## src/rtl/ddc_pkg.sv

```systemverilog
// Shared constants, codes and types of the DMA dimension coalescer.
package ddc_pkg;

  // Dimension store depth and the widths that follow from it
  localparam int MAX_RANK  = 8;
  localparam int RED_DEPTH = MAX_RANK + 1;
  localparam int RANK_W    = $clog2(MAX_RANK + 1);
  localparam int IDX_W     = (MAX_RANK > 1) ? $clog2(MAX_RANK) : 1;
  localparam int RED_IDX_W = $clog2(RED_DEPTH);
  localparam int RED_CNT_W = $clog2(RED_DEPTH + 1);

  // Field widths
  localparam int SIZE_W     = 32;
  localparam int STRIDE_W   = 48;
  localparam int OSIZE_W    = 48;
  localparam int OSTRIDE_W  = 45;
  localparam int EBITS_W    = 7;

  localparam logic [EBITS_W-1:0] EBITS_RESET = EBITS_W'(8);

  // One byte is eight bits
  localparam int BYTE_SHIFT = 3;
  localparam int BYTE_RND   = (1 << BYTE_SHIFT) - 1;

  // Shared multiplier: full operand times one chunk of the other per cycle
  localparam int MUL_CHUNK  = 16;
  localparam int MUL_STEPS  = STRIDE_W / MUL_CHUNK;
  localparam int MUL_STEP_W = $clog2(MUL_STEPS + 1);
  localparam int ACC_W      = 2 * STRIDE_W;

  // Element-width divider: a few quotient bits per cycle
  localparam int DIV_BITS  = 4;
  localparam int DIV_ITER  = (STRIDE_W + 1 + DIV_BITS - 1) / DIV_BITS;
  localparam int DIVD_W    = DIV_ITER * DIV_BITS;
  localparam int DIV_CNT_W = $clog2(DIV_ITER);

  // Configuration port
  localparam int CFG_IDX_W  = 1;
  localparam int CFG_DATA_W = EBITS_W;

  typedef enum logic [CFG_IDX_W-1:0] {
    CFG_ELEMENT_BITS,
    CFG_CUMULATIVE_MODE
  } ddc_cfg_idx_t;

  // Sequencer states
  typedef enum logic [3:0] {
    S_IDLE,   // load dimensions
    S_EXT,    // outer stride = size0 * stride0
    S_RP,     // running product times current size
    S_CMP,    // compactness test: prev * size < stride
    S_TAIL,   // push the leftover outer entry
    S_DLOAD,  // round size, convert stride, start divide
    S_DRUN,   // divide by element width
    S_DFIN,   // write back reduced size
    S_CUM,    // suffix products
    S_EMIT    // one result word per cycle
  } ddc_state_t;

endpackage

```

## src/rtl/dma_dimension_coalescer.sv

```systemverilog
// Top level of the DMA dimension coalescer: sequencer, stores and shared arithmetic.
//
// Usage: dimensions arrive outermost first, one word per start pulse taken
// while busy is low (in_dim_size, in_dim_stride_bits, in_last_dim). Words
// without in_last_dim are stored and leave busy low. The word
// with in_last_dim raises busy while the view is walked from the innermost
// dimension outward; reduced (size, byte stride) words then leave on the out_
// ports, outermost first, one per cycle, each marked by a one-cycle out_valid.
// out_last marks the final word; an error gives a single word with out_error.
// The last word follows these steps: the outer stride, then the walk (two
// passes through the shared 48x16 multiply unit per dimension), the tail,
// the divide pass for each reduced entry (load, the 4-bit-per-cycle divider,
// write-back), suffix products in cumulative mode, and then the results.
// A load with too many dimensions or a zero element width skips the walk
// and goes straight to its error word.
// Reset (synchronous, rst_n low) empties the dimension store and restores
// element_bits = 8 and cumulative_mode = 0. Results cannot be held off by the
// receiver; write cfg_ only while busy is low and no load is part-way in.
module dma_dimension_coalescer import ddc_pkg::*; (
  input  logic                  clk,
  input  logic                  rst_n,
  // configuration port
  input  logic                  cfg_we,
  input  logic [CFG_IDX_W-1:0]  cfg_index,
  input  logic [CFG_DATA_W-1:0] cfg_data,
  // dimension words
  input  logic                  start,
  output logic                  busy,
  input  logic [SIZE_W-1:0]     in_dim_size,
  input  logic [STRIDE_W-1:0]   in_dim_stride_bits,
  input  logic                  in_last_dim,
  // result words
  output logic                  out_valid,
  output logic [OSIZE_W-1:0]    out_size,
  output logic [OSTRIDE_W-1:0]  out_stride_bytes,
  output logic                  out_last,
  output logic                  out_error
);

  localparam int RA_W = STRIDE_W + 1;

  // Configuration registers
  logic [EBITS_W-1:0]    ebits_r;
  logic                  cum_r;

  // Sequencer and control state
  ddc_state_t            state_r, state_nxt;
  logic [RANK_W-1:0]     rank_cnt_r, rank_cnt_nxt;
  logic                  ovf_r, ovf_nxt;
  logic                  err_r, err_nxt;
  logic [RANK_W-1:0]     dim_r, dim_nxt;
  logic [RED_CNT_W-1:0]  red_cnt_r, red_cnt_nxt;
  logic [RED_IDX_W-1:0]  red_idx_r, red_idx_nxt;
  logic [MUL_STEP_W-1:0] mul_step_r, mul_step_nxt;
  logic [DIV_CNT_W-1:0]  div_cnt_r, div_cnt_nxt;
  logic                  out_valid_r, out_valid_nxt;

  // Datapath registers
  logic [STRIDE_W-1:0]   rp_r, rp_nxt;
  logic [STRIDE_W-1:0]   prev_r, prev_nxt;
  logic [STRIDE_W-1:0]   ext0_r, ext0_nxt;
  logic [ACC_W-1:0]      acc_r, acc_nxt;
  logic [DIVD_W-1:0]     div_q_r, div_q_nxt;
  logic [EBITS_W-1:0]    div_rem_r, div_rem_nxt;
  logic [OSIZE_W-1:0]    out_size_r, out_size_nxt;
  logic [OSTRIDE_W-1:0]  out_stride_r, out_stride_nxt;
  logic                  out_last_r, out_last_nxt;
  logic                  out_error_r, out_error_nxt;

  // Dimension and reduced stores
  logic [SIZE_W-1:0]     size_mem_r   [MAX_RANK];
  logic [STRIDE_W-1:0]   stride_mem_r [MAX_RANK];
  logic [STRIDE_W-1:0]   red_size_r   [RED_DEPTH];
  logic [STRIDE_W-1:0]   red_stride_r [RED_DEPTH];

  logic                  dim_we;
  logic                  red_size_we, red_stride_we;
  logic [RED_IDX_W-1:0]  red_waddr;
  logic [STRIDE_W-1:0]   red_wsize, red_wstride;

  // Walk operands
  logic [RANK_W-1:0]     dim_m1;
  logic [SIZE_W-1:0]     cur_size;
  logic [STRIDE_W-1:0]   cur_stride;
  logic [STRIDE_W-1:0]   rd_size, rd_stride;

  // Shared multiplier
  logic [STRIDE_W-1:0]          mul_a, mul_b;
  logic [MUL_STEP_W-1:0]        chunk_sel;
  logic [MUL_CHUNK-1:0]         mul_chunk;
  logic [STRIDE_W+MUL_CHUNK-1:0] mul_pp;
  logic                         mul_done;
  logic                         mul_ovf;
  logic [STRIDE_W-1:0]          mul_sat;

  // Divider and rounding
  logic [DIVD_W-1:0]     dv_q;
  logic [EBITS_W-1:0]    dv_rem;
  logic [EBITS_W:0]      dv_t;
  logic [DIVD_W-1:0]     div_q_step;
  logic [EBITS_W-1:0]    div_rem_step;
  logic [RA_W-1:0]       red_a;
  logic [RA_W-1:0]       red_sb;
  logic [DIVD_W-1:0]     fin_v0, fin_v;

  logic                  accept;
  logic                  red_last;

  // Read the stores at the walk position
  assign dim_m1     = dim_r - RANK_W'(1);
  assign cur_size   = (dim_r == rank_cnt_r) ? SIZE_W'(ebits_r)
                                            : size_mem_r[dim_r[IDX_W-1:0]];
  assign cur_stride = (dim_r == '0) ? ext0_r : stride_mem_r[dim_m1[IDX_W-1:0]];
  assign rd_size    = red_size_r[red_idx_r];
  assign rd_stride  = red_stride_r[red_idx_r];
  assign red_last   = (RED_CNT_W'(red_idx_r) + RED_CNT_W'(1)) == red_cnt_r;

  assign busy   = (state_r != S_IDLE);
  assign accept = start && !busy;

  // Select multiplier operands
  always_comb begin
    case (state_r)
      S_EXT: begin
        mul_a = stride_mem_r[0];
        mul_b = STRIDE_W'(size_mem_r[0]);
      end
      S_RP: begin
        mul_a = rp_r;
        mul_b = STRIDE_W'(cur_size);
      end
      S_CMP: begin
        mul_a = prev_r;
        mul_b = STRIDE_W'(cur_size);
      end
      S_CUM: begin
        mul_a = rp_r;
        mul_b = rd_size;
      end
      default: begin
        mul_a = '0;
        mul_b = '0;
      end
    endcase
  end

  // Take the chunks of the second operand from the top down
  assign chunk_sel = MUL_STEP_W'(MUL_STEPS - 1) - mul_step_r;

  always_comb begin
    mul_chunk = '0;
    for (int k = 0; k < MUL_STEPS; k++) begin
      if (int'(chunk_sel) == k) begin
        mul_chunk = mul_b[k*MUL_CHUNK +: MUL_CHUNK];
      end
    end
  end

  assign mul_pp   = mul_a * mul_chunk;
  assign mul_done = (mul_step_r == MUL_STEP_W'(MUL_STEPS));
  assign mul_ovf  = |acc_r[ACC_W-1:STRIDE_W];
  assign mul_sat  = mul_ovf ? '1 : acc_r[STRIDE_W-1:0];

  // Accumulate partial products, shifting the running sum one chunk up
  always_comb begin
    if (mul_done) begin
      acc_nxt = acc_r;
    end else if (mul_step_r == '0) begin
      acc_nxt = ACC_W'(mul_pp);
    end else begin
      acc_nxt = (acc_r << MUL_CHUNK) + ACC_W'(mul_pp);
    end
  end

  // Restoring divide by the element width, a few quotient bits a cycle
  always_comb begin
    dv_q   = div_q_r;
    dv_rem = div_rem_r;
    dv_t   = '0;
    for (int k = 0; k < DIV_BITS; k++) begin
      dv_t = {dv_rem, dv_q[DIVD_W-1]};
      dv_q = {dv_q[DIVD_W-2:0], 1'b0};
      if (dv_t >= {1'b0, ebits_r}) begin
        dv_t    = dv_t - {1'b0, ebits_r};
        dv_q[0] = 1'b1;
      end
      dv_rem = dv_t[EBITS_W-1:0];
    end
    div_q_step   = dv_q;
    div_rem_step = dv_rem;
  end

  // Round size up to a byte boundary; convert stride to bytes
  assign red_a  = ({1'b0, rd_size} + RA_W'(BYTE_RND)) & ~RA_W'(BYTE_RND);
  assign red_sb = ({1'b0, rd_stride} + RA_W'(BYTE_RND)) >> BYTE_SHIFT;

  // Innermost entry goes back to bytes: ceil((q * E) / 8) with q * E = a - rem
  assign fin_v0 = (DIVD_W'(red_a) - DIVD_W'(div_rem_r) + DIVD_W'(BYTE_RND)) >> BYTE_SHIFT;
  assign fin_v  = (red_idx_r == '0) ? fin_v0 : div_q_r;

  // Sequencer: next state, datapath updates and store writes
  always_comb begin
    state_nxt      = state_r;
    rank_cnt_nxt   = rank_cnt_r;
    ovf_nxt        = ovf_r;
    err_nxt        = err_r;
    dim_nxt        = dim_r;
    red_cnt_nxt    = red_cnt_r;
    red_idx_nxt    = red_idx_r;
    mul_step_nxt   = mul_step_r;
    div_cnt_nxt    = div_cnt_r;
    rp_nxt         = rp_r;
    prev_nxt       = prev_r;
    ext0_nxt       = ext0_r;
    div_q_nxt      = div_q_r;
    div_rem_nxt    = div_rem_r;
    out_valid_nxt  = 1'b0;
    out_size_nxt   = out_size_r;
    out_stride_nxt = out_stride_r;
    out_last_nxt   = out_last_r;
    out_error_nxt  = out_error_r;
    dim_we         = 1'b0;
    red_size_we    = 1'b0;
    red_stride_we  = 1'b0;
    red_waddr      = red_cnt_r[RED_IDX_W-1:0];
    red_wsize      = rp_r;
    red_wstride    = cur_stride;

    unique case (state_r)
      S_IDLE: begin
        if (accept) begin
          // store the word, or flag one dimension too many
          if (rank_cnt_r < RANK_W'(MAX_RANK)) begin
            dim_we       = 1'b1;
            rank_cnt_nxt = rank_cnt_r + RANK_W'(1);
          end else begin
            ovf_nxt = 1'b1;
          end
          if (in_last_dim) begin
            if (ovf_nxt || ebits_r == '0) begin
              err_nxt   = 1'b1;
              state_nxt = S_EMIT;
            end else begin
              dim_nxt      = rank_cnt_nxt;
              rp_nxt       = STRIDE_W'(1);
              prev_nxt     = STRIDE_W'(1);
              red_cnt_nxt  = '0;
              mul_step_nxt = '0;
              state_nxt    = S_EXT;
            end
          end
        end
      end

      S_EXT: begin
        mul_step_nxt = mul_step_r + MUL_STEP_W'(1);
        if (mul_done) begin
          mul_step_nxt = '0;
          ext0_nxt     = mul_sat;
          err_nxt      = err_r || mul_ovf;
          state_nxt    = S_RP;
        end
      end

      S_RP: begin
        mul_step_nxt = mul_step_r + MUL_STEP_W'(1);
        if (mul_done) begin
          mul_step_nxt = '0;
          rp_nxt       = mul_sat;
          err_nxt      = err_r || mul_ovf;
          state_nxt    = S_CMP;
        end
      end

      S_CMP: begin
        mul_step_nxt = mul_step_r + MUL_STEP_W'(1);
        if (mul_done) begin
          mul_step_nxt = '0;
          // cut where prev * size falls short of the stride
          if (cur_stride != '0 && !mul_ovf && acc_r[STRIDE_W-1:0] < cur_stride) begin
            if (red_cnt_r < RED_CNT_W'(RED_DEPTH)) begin
              red_size_we   = 1'b1;
              red_stride_we = 1'b1;
              red_cnt_nxt   = red_cnt_r + RED_CNT_W'(1);
            end
            rp_nxt = STRIDE_W'(ebits_r);
          end
          prev_nxt = cur_stride;
          if (dim_r == '0) begin
            state_nxt = S_TAIL;
          end else begin
            dim_nxt   = dim_m1;
            state_nxt = S_RP;
          end
        end
      end

      S_TAIL: begin
        if (rp_r > STRIDE_W'(ebits_r) || red_cnt_r == '0) begin
          if (red_cnt_r < RED_CNT_W'(RED_DEPTH)) begin
            red_size_we   = 1'b1;
            red_stride_we = 1'b1;
            red_wstride   = ext0_r;
            red_cnt_nxt   = red_cnt_r + RED_CNT_W'(1);
          end
        end
        red_idx_nxt = '0;
        state_nxt   = S_DLOAD;
      end

      S_DLOAD: begin
        // every stride but the outermost must be whole bytes
        if (!red_last && rd_stride[BYTE_SHIFT-1:0] != '0) begin
          err_nxt = 1'b1;
        end
        if (|red_sb[RA_W-1:OSTRIDE_W]) begin
          err_nxt = 1'b1;
        end
        red_waddr     = red_idx_r;
        red_stride_we = 1'b1;
        red_wstride   = STRIDE_W'(red_sb[OSTRIDE_W-1:0]);
        div_q_nxt     = DIVD_W'(red_a);
        div_rem_nxt   = '0;
        div_cnt_nxt   = '0;
        state_nxt     = S_DRUN;
      end

      S_DRUN: begin
        div_q_nxt   = div_q_step;
        div_rem_nxt = div_rem_step;
        div_cnt_nxt = div_cnt_r + DIV_CNT_W'(1);
        if (div_cnt_r == DIV_CNT_W'(DIV_ITER - 1)) begin
          state_nxt = S_DFIN;
        end
      end

      S_DFIN: begin
        if (|fin_v[DIVD_W-1:OSIZE_W]) begin
          err_nxt = 1'b1;
        end
        red_waddr   = red_idx_r;
        red_size_we = 1'b1;
        red_wsize   = fin_v[STRIDE_W-1:0];
        if (red_idx_r == '0) begin
          rp_nxt = fin_v[STRIDE_W-1:0];
        end
        if (red_last) begin
          mul_step_nxt = '0;
          if (cum_r && red_cnt_r > RED_CNT_W'(1)) begin
            red_idx_nxt = RED_IDX_W'(1);
            state_nxt   = S_CUM;
          end else begin
            red_idx_nxt = RED_IDX_W'(red_cnt_r - RED_CNT_W'(1));
            state_nxt   = S_EMIT;
          end
        end else begin
          red_idx_nxt = red_idx_r + RED_IDX_W'(1);
          state_nxt   = S_DLOAD;
        end
      end

      S_CUM: begin
        mul_step_nxt = mul_step_r + MUL_STEP_W'(1);
        if (mul_done) begin
          mul_step_nxt = '0;
          err_nxt      = err_r || mul_ovf;
          rp_nxt       = mul_sat;
          red_waddr    = red_idx_r;
          red_size_we  = 1'b1;
          red_wsize    = mul_sat;
          if (red_last) begin
            // drop the outermost pair
            red_idx_nxt = RED_IDX_W'(red_cnt_r - RED_CNT_W'(2));
            state_nxt   = S_EMIT;
          end else begin
            red_idx_nxt = red_idx_r + RED_IDX_W'(1);
          end
        end
      end

      S_EMIT: begin
        out_valid_nxt = 1'b1;
        if (err_r) begin
          out_size_nxt   = '0;
          out_stride_nxt = '0;
          out_last_nxt   = 1'b1;
          out_error_nxt  = 1'b1;
        end else begin
          out_size_nxt   = OSIZE_W'(rd_size);
          out_stride_nxt = rd_stride[OSTRIDE_W-1:0];
          out_last_nxt   = (red_idx_r == '0);
          out_error_nxt  = 1'b0;
        end
        if (err_r || red_idx_r == '0) begin
          rank_cnt_nxt = '0;
          ovf_nxt      = 1'b0;
          err_nxt      = 1'b0;
          state_nxt    = S_IDLE;
        end else begin
          red_idx_nxt = red_idx_r - RED_IDX_W'(1);
        end
      end

      default: begin
        state_nxt = S_IDLE;
      end
    endcase
  end

  // State register
  always_ff @(posedge clk) begin
    if (!rst_n) begin
      state_r <= S_IDLE;
    end else begin
      state_r <= state_nxt;
    end
  end

  // Control registers and configuration
  always_ff @(posedge clk) begin
    if (!rst_n) begin
      rank_cnt_r  <= '0;
      ovf_r       <= 1'b0;
      err_r       <= 1'b0;
      dim_r       <= '0;
      red_cnt_r   <= '0;
      red_idx_r   <= '0;
      mul_step_r  <= '0;
      div_cnt_r   <= '0;
      out_valid_r <= 1'b0;
      ebits_r     <= EBITS_RESET;
      cum_r       <= 1'b0;
    end else begin
      rank_cnt_r  <= rank_cnt_nxt;
      ovf_r       <= ovf_nxt;
      err_r       <= err_nxt;
      dim_r       <= dim_nxt;
      red_cnt_r   <= red_cnt_nxt;
      red_idx_r   <= red_idx_nxt;
      mul_step_r  <= mul_step_nxt;
      div_cnt_r   <= div_cnt_nxt;
      out_valid_r <= out_valid_nxt;
      if (cfg_we) begin
        unique case (cfg_index)
          CFG_ELEMENT_BITS:    ebits_r <= cfg_data;
          CFG_CUMULATIVE_MODE: cum_r   <= cfg_data[0];
          default: ;
        endcase
      end
    end
  end

  // Datapath registers
  always_ff @(posedge clk) begin
    rp_r         <= rp_nxt;
    prev_r       <= prev_nxt;
    ext0_r       <= ext0_nxt;
    acc_r        <= acc_nxt;
    div_q_r      <= div_q_nxt;
    div_rem_r    <= div_rem_nxt;
    out_size_r   <= out_size_nxt;
    out_stride_r <= out_stride_nxt;
    out_last_r   <= out_last_nxt;
    out_error_r  <= out_error_nxt;
  end

  // Dimension store
  always_ff @(posedge clk) begin
    if (dim_we) begin
      size_mem_r[rank_cnt_r[IDX_W-1:0]]   <= in_dim_size;
      stride_mem_r[rank_cnt_r[IDX_W-1:0]] <= in_dim_stride_bits;
    end
  end

  // Reduced store
  always_ff @(posedge clk) begin
    if (red_size_we) begin
      red_size_r[red_waddr] <= red_wsize;
    end
    if (red_stride_we) begin
      red_stride_r[red_waddr] <= red_wstride;
    end
  end

  assign out_valid        = out_valid_r;
  assign out_size         = out_size_r;
  assign out_stride_bytes = out_stride_r;
  assign out_last         = out_last_r;
  assign out_error        = out_error_r;

`ifndef NO_ASSERTIONS
  // A result word only follows a cycle of the emit state
  a_valid_from_emit: assert property (@(posedge clk) disable iff (!rst_n)
    out_valid_r |-> $past(state_r == S_EMIT))
    else $error("result word without emit state");

  // The final word leaves the sequencer idle
  a_last_ends_load: assert property (@(posedge clk) disable iff (!rst_n)
    out_valid_r && out_last_r |-> state_r == S_IDLE)
    else $error("sequencer still busy after final word");

  // An error word is the only word of its transfer
  a_error_single: assert property (@(posedge clk) disable iff (!rst_n)
    out_valid_r && out_error_r |=> !out_valid_r)
    else $error("word after error result");

  // A closing dimension word always starts the walk or the error word
  a_last_goes_busy: assert property (@(posedge clk) disable iff (!rst_n)
    accept && in_last_dim |=> busy)
    else $error("closing word did not raise busy");

  // The walk never reaches beyond the stored rank
  a_walk_in_range: assert property (@(posedge clk) disable iff (!rst_n)
    (state_r == S_RP || state_r == S_CMP) |-> dim_r <= rank_cnt_r)
    else $error("walk position beyond stored rank");
`endif

endmodule

```

## config.mk

```make
export PLATFORM = sky130hd
export DESIGN_NAME = dma_dimension_coalescer
export DESIGN_NICKNAME = d
export VERILOG_FILES = /design/src/rtl/ddc_pkg.sv /design/src/rtl/dma_dimension_coalescer.sv
export SDC_FILE = /design/constraint.sdc
export NUM_CORES = 2
export LEC_CHECK = 0
export BUFFER_PORTS_ARGS = -buffer_cell sky130_fd_sc_hd__buf_4
export CAP_MARGIN = 20
export CORE_MARGIN = 2
export CORE_UTILIZATION = 30
export CTS_BUF_LIST = sky130_fd_sc_hd__clkbuf_4
export DETAILED_ROUTE_END_ITERATION = 10
export PLACE_DENSITY = 0.42
export SETUP_SLACK_MARGIN = 0.2
export SLEW_MARGIN = 25
export SYNTH_ARGS = -nofsm -noshare
export SYNTH_HDL_FRONTEND = slang
export SYNTH_SLANG_ARGS = --single-unit
```

## constraint.sdc

```tcl
create_clock -name clk -period 16.6 [get_ports clk]
set_input_delay 0.83 -clock clk [delete_from_list [all_inputs] [get_ports clk]]
set_output_delay 0.83 -clock clk [all_outputs]
set_load 0.02 [all_outputs]
```

==> impl_metrics.tcl <==
set metrics [dict create \
    routedWlPerCell_um 27.4 \
    drtIter0Drc 7518 \
    synth_warnings 0 \
    fin_crit_sh_pct 88.6 \
    cp_data_required_time_ns 17.80 \
    row_count 225 \
    p_leak_nw 48.3 \
    grt_pass1_vias 80225 \
    cp_common_cell "fa_1" \
    netlist_instances 9094 \
    fmax_mhz 68.0 \
    synth.area.top_cells "edfxtp_1 50%, fa_1 11%, mux4_2 5.5%, ha_1 3.3%, nand2_1 3.3%" \
    setup.worst_path.end_class "flop" \
    die_area_um2 382000 \
    yosysUniqueCellTypes 102 \
    track_usage_pct 21.4 \
    yosysTopAreaCell "edfxtp_1" \
    critPathLaunchType "flop" \
    yosysSeqAreaShare_pct 51.2 \
    cts-htree-levels 6 \
    cap_violations 0 \
    drive_gt1_share_pct 18.4 \
    syn-num-nets 10132 \
    vias_per_cell 5.14 \
    hold_violations 0 \
    min_period_ns 14.72 \
    criticalPathCategory "reg -> reg" \
    synthesis.area_um2 113000 \
    ys_seq_elements 1942 \
    rrSetupSlack_ns 1.88 \
    synth_top_area_share_pct 50.4 \
    status "finished, final reports clean" \
    start_util_pct 30.1 \
    clk_path_buf_depth 4 \
    cp_slowest_cell "dfxtp_4" \
    grt_pass1_wl_mm 592 \
    cts.sinks 1942 \
    syn_avg_cell_area_um2 12.4 \
    hpwl_mm 297 \
    nNetsFinal 10829 \
    rsz0062_at_grt "no" \
    synth_edf_count 1898 \
    place.gp.congestion 0.935 \
    cts-resized-gates 0 \
    drtAntennaViolNets 0 \
    skew_ns 0.184 \
    critical_path.max_stage_delay_ns 0.97 \
    cts_tree "built" \
    drc_errors 0 \
    yosysMostFrequentCell "edfxtp_1" \
    worstMarginPinSlew_ns 1.16 \
    slew_headroom_pct 22.4 \
    p_per_area_nw_per_um2 122 \
    whs_ns 0.187 \
    ys.flop_type "edfxtp_1" \
    crit_fanout 52 \
    io_pins 190 \
    slew_violations 0 \
    die_h_um 618 \
    core-area_um2 375000 \
    dieWidth_um 618 \
    final.setup.tns_ns 0 \
    portBuffers 189 \
    cts-root-buf "clkbuf_4" \
    overflow 0 \
    clkLatencyLatePin_ns 1.55 \
    syn2layout_area_growth_pct 15.1 \
    clk_pin_slew_worst_paths_ns 0.06 \
    grt_max_degree 99 \
    antenna_found_initial 55 \
    crit_arrival_ns 15.91 \
    drt_wl_total_mm 416 \
    dr_total_vias 78097 \
    holdCritPathClass "in -> reg" \
    dr.pass1.iters 6 \
    synth_commonest_cells "1898 x edfxtp_1, 984 x nand2_1, 851 x nor2_1" \
    async_reset_ff_share_pct 0 \
    ir_drop_v 0.000233 \
    cts_buffers 550 \
    setup_viol 0 \
]
==> routing by layer <==
| layer | vias to the layer above | global-route usage, % | part of all wire (%) |
|---|---|---|---|
| li1 | 34228 | - | - |
| met1 | 40514 | 31.3 | 47 |
| met2 | 2812 | 32.5 | 44 |
| met3 | 519 | 4.05 | 7.2 |
| met4 | 24 | 5.58 | 2.4 |
| met5 | - | 0 | 0.036 |
==> per-stage QoR <==
step	total power, mW	std cells	utilization (%)	worst slack, ns	cell area (µm²)
after floorplan	8.75	9094	-	3.58	113000
after global placement	11.4	14044	32.3	1.98	121000
after global routing	16.5	15173	34.7	1.35	130000
after detailed placement	11.4	14057	32.3	1.97	121000
after CTS	16.0	15152	34.6	2.01	130000
final	15.9	15189	34.7	1.88	130000
==> sequential cells by signal, indices dropped and copies added, names as in the netlist, 7 cells and up, named ones only <==
register / cells
red_size_r: 432
red_stride_r: 432
stride_mem_r: 384
size_mem_r: 256
acc_r: 96
div_q_r: 52
ext0_r: 48
out_size: 48
prev_r: 48
rp_r: 48
out_stride_bytes: 45
div_rem_r: 7
ebits_r: 7
==> worst max-delay path, delay by kind of cell (launching register included) <==
kind                     cells  cell delay [ns]
multiplexers                 1             0.25
adder cells (fa/ha/maj)      8             3.67
XOR/XNOR                     2             0.29
flip-flops                   1             0.97
buffers and inverters        7             1.42
AND/OR/NAND/NOR              6             1.45
AO/OA/AOI/OAI               21             6.34
==> cell type report <==
cell class | count | area [µm²]
Sequential cell | 1942 | 57900
Multi-Input combinational cell | 5865 | 50800
Tap cell | 4994 | 6250
Fill cell | 37283 | 245000
Timing Repair Buffer | 628 | 5210
Clock inverter | 127 | 840
Antenna cell | 22 | 55.1
Inverter | 804 | 3030
Clock buffer | 807 | 6060
==> cell families after synthesis <==
family | count (synthesis) | synth area share [%]
AND/OR/NAND/NOR | 2626 | 10.5
adder cells (fa/ha/maj) | 945 | 14.8
AO/OA/AOI/OAI | 1347 | 7.77
multiplexers | 625 | 8.68
flip-flops | 1942 | 51.2
XOR/XNOR | 322 | 2.51
buffers and inverters | 1287 | 4.55
==> power by group <==
group | switching [mW] | internal, mW
Sequential | 0.471 | 6.10
Clock | 2.12 | 2.35
Combinational | 3.61 | 1.22
Total | 6.20 | 9.67
==> path summary, 6_finish.rpt <==
path                   startpoint                end  depth (start not counted)
setup / recovery             flop          acc_r[91]                         45
hold / removal    in_dim_size[24]  size_mem_r[4][24]                          2
setup reg to reg             flop          acc_r[91]                         45
hold reg to reg      div_cnt_r[3]       div_cnt_r[3]                          1
==> repair_timing <==
item                                   in CTS  in global routing
endpoints found under the hold margin     684                  0
hold buffers                              161                  0
buffers inserted                            0                  0
==> placed cells by master (no fill, tap or decap), types with 129 or more instances in the layout <==
cell type,synthesis,layout
clkbuf_4,0,808
mux4_2,276,276
inv_1,803,800
and2_1,129,129
xor2_1,132,131
nor2_1,851,826
edfxtp_1,1898,1898
buf_4,4,442
dlygate4sd3_1,0,161
o21ai_0,244,244
fa_1,647,647
nand2_1,984,981
a21oi_1,385,381
mux2i_1,267,259
xnor2_1,189,189
ha_1,298,295
No activity file was read; power rests on OpenSTA's default activity.
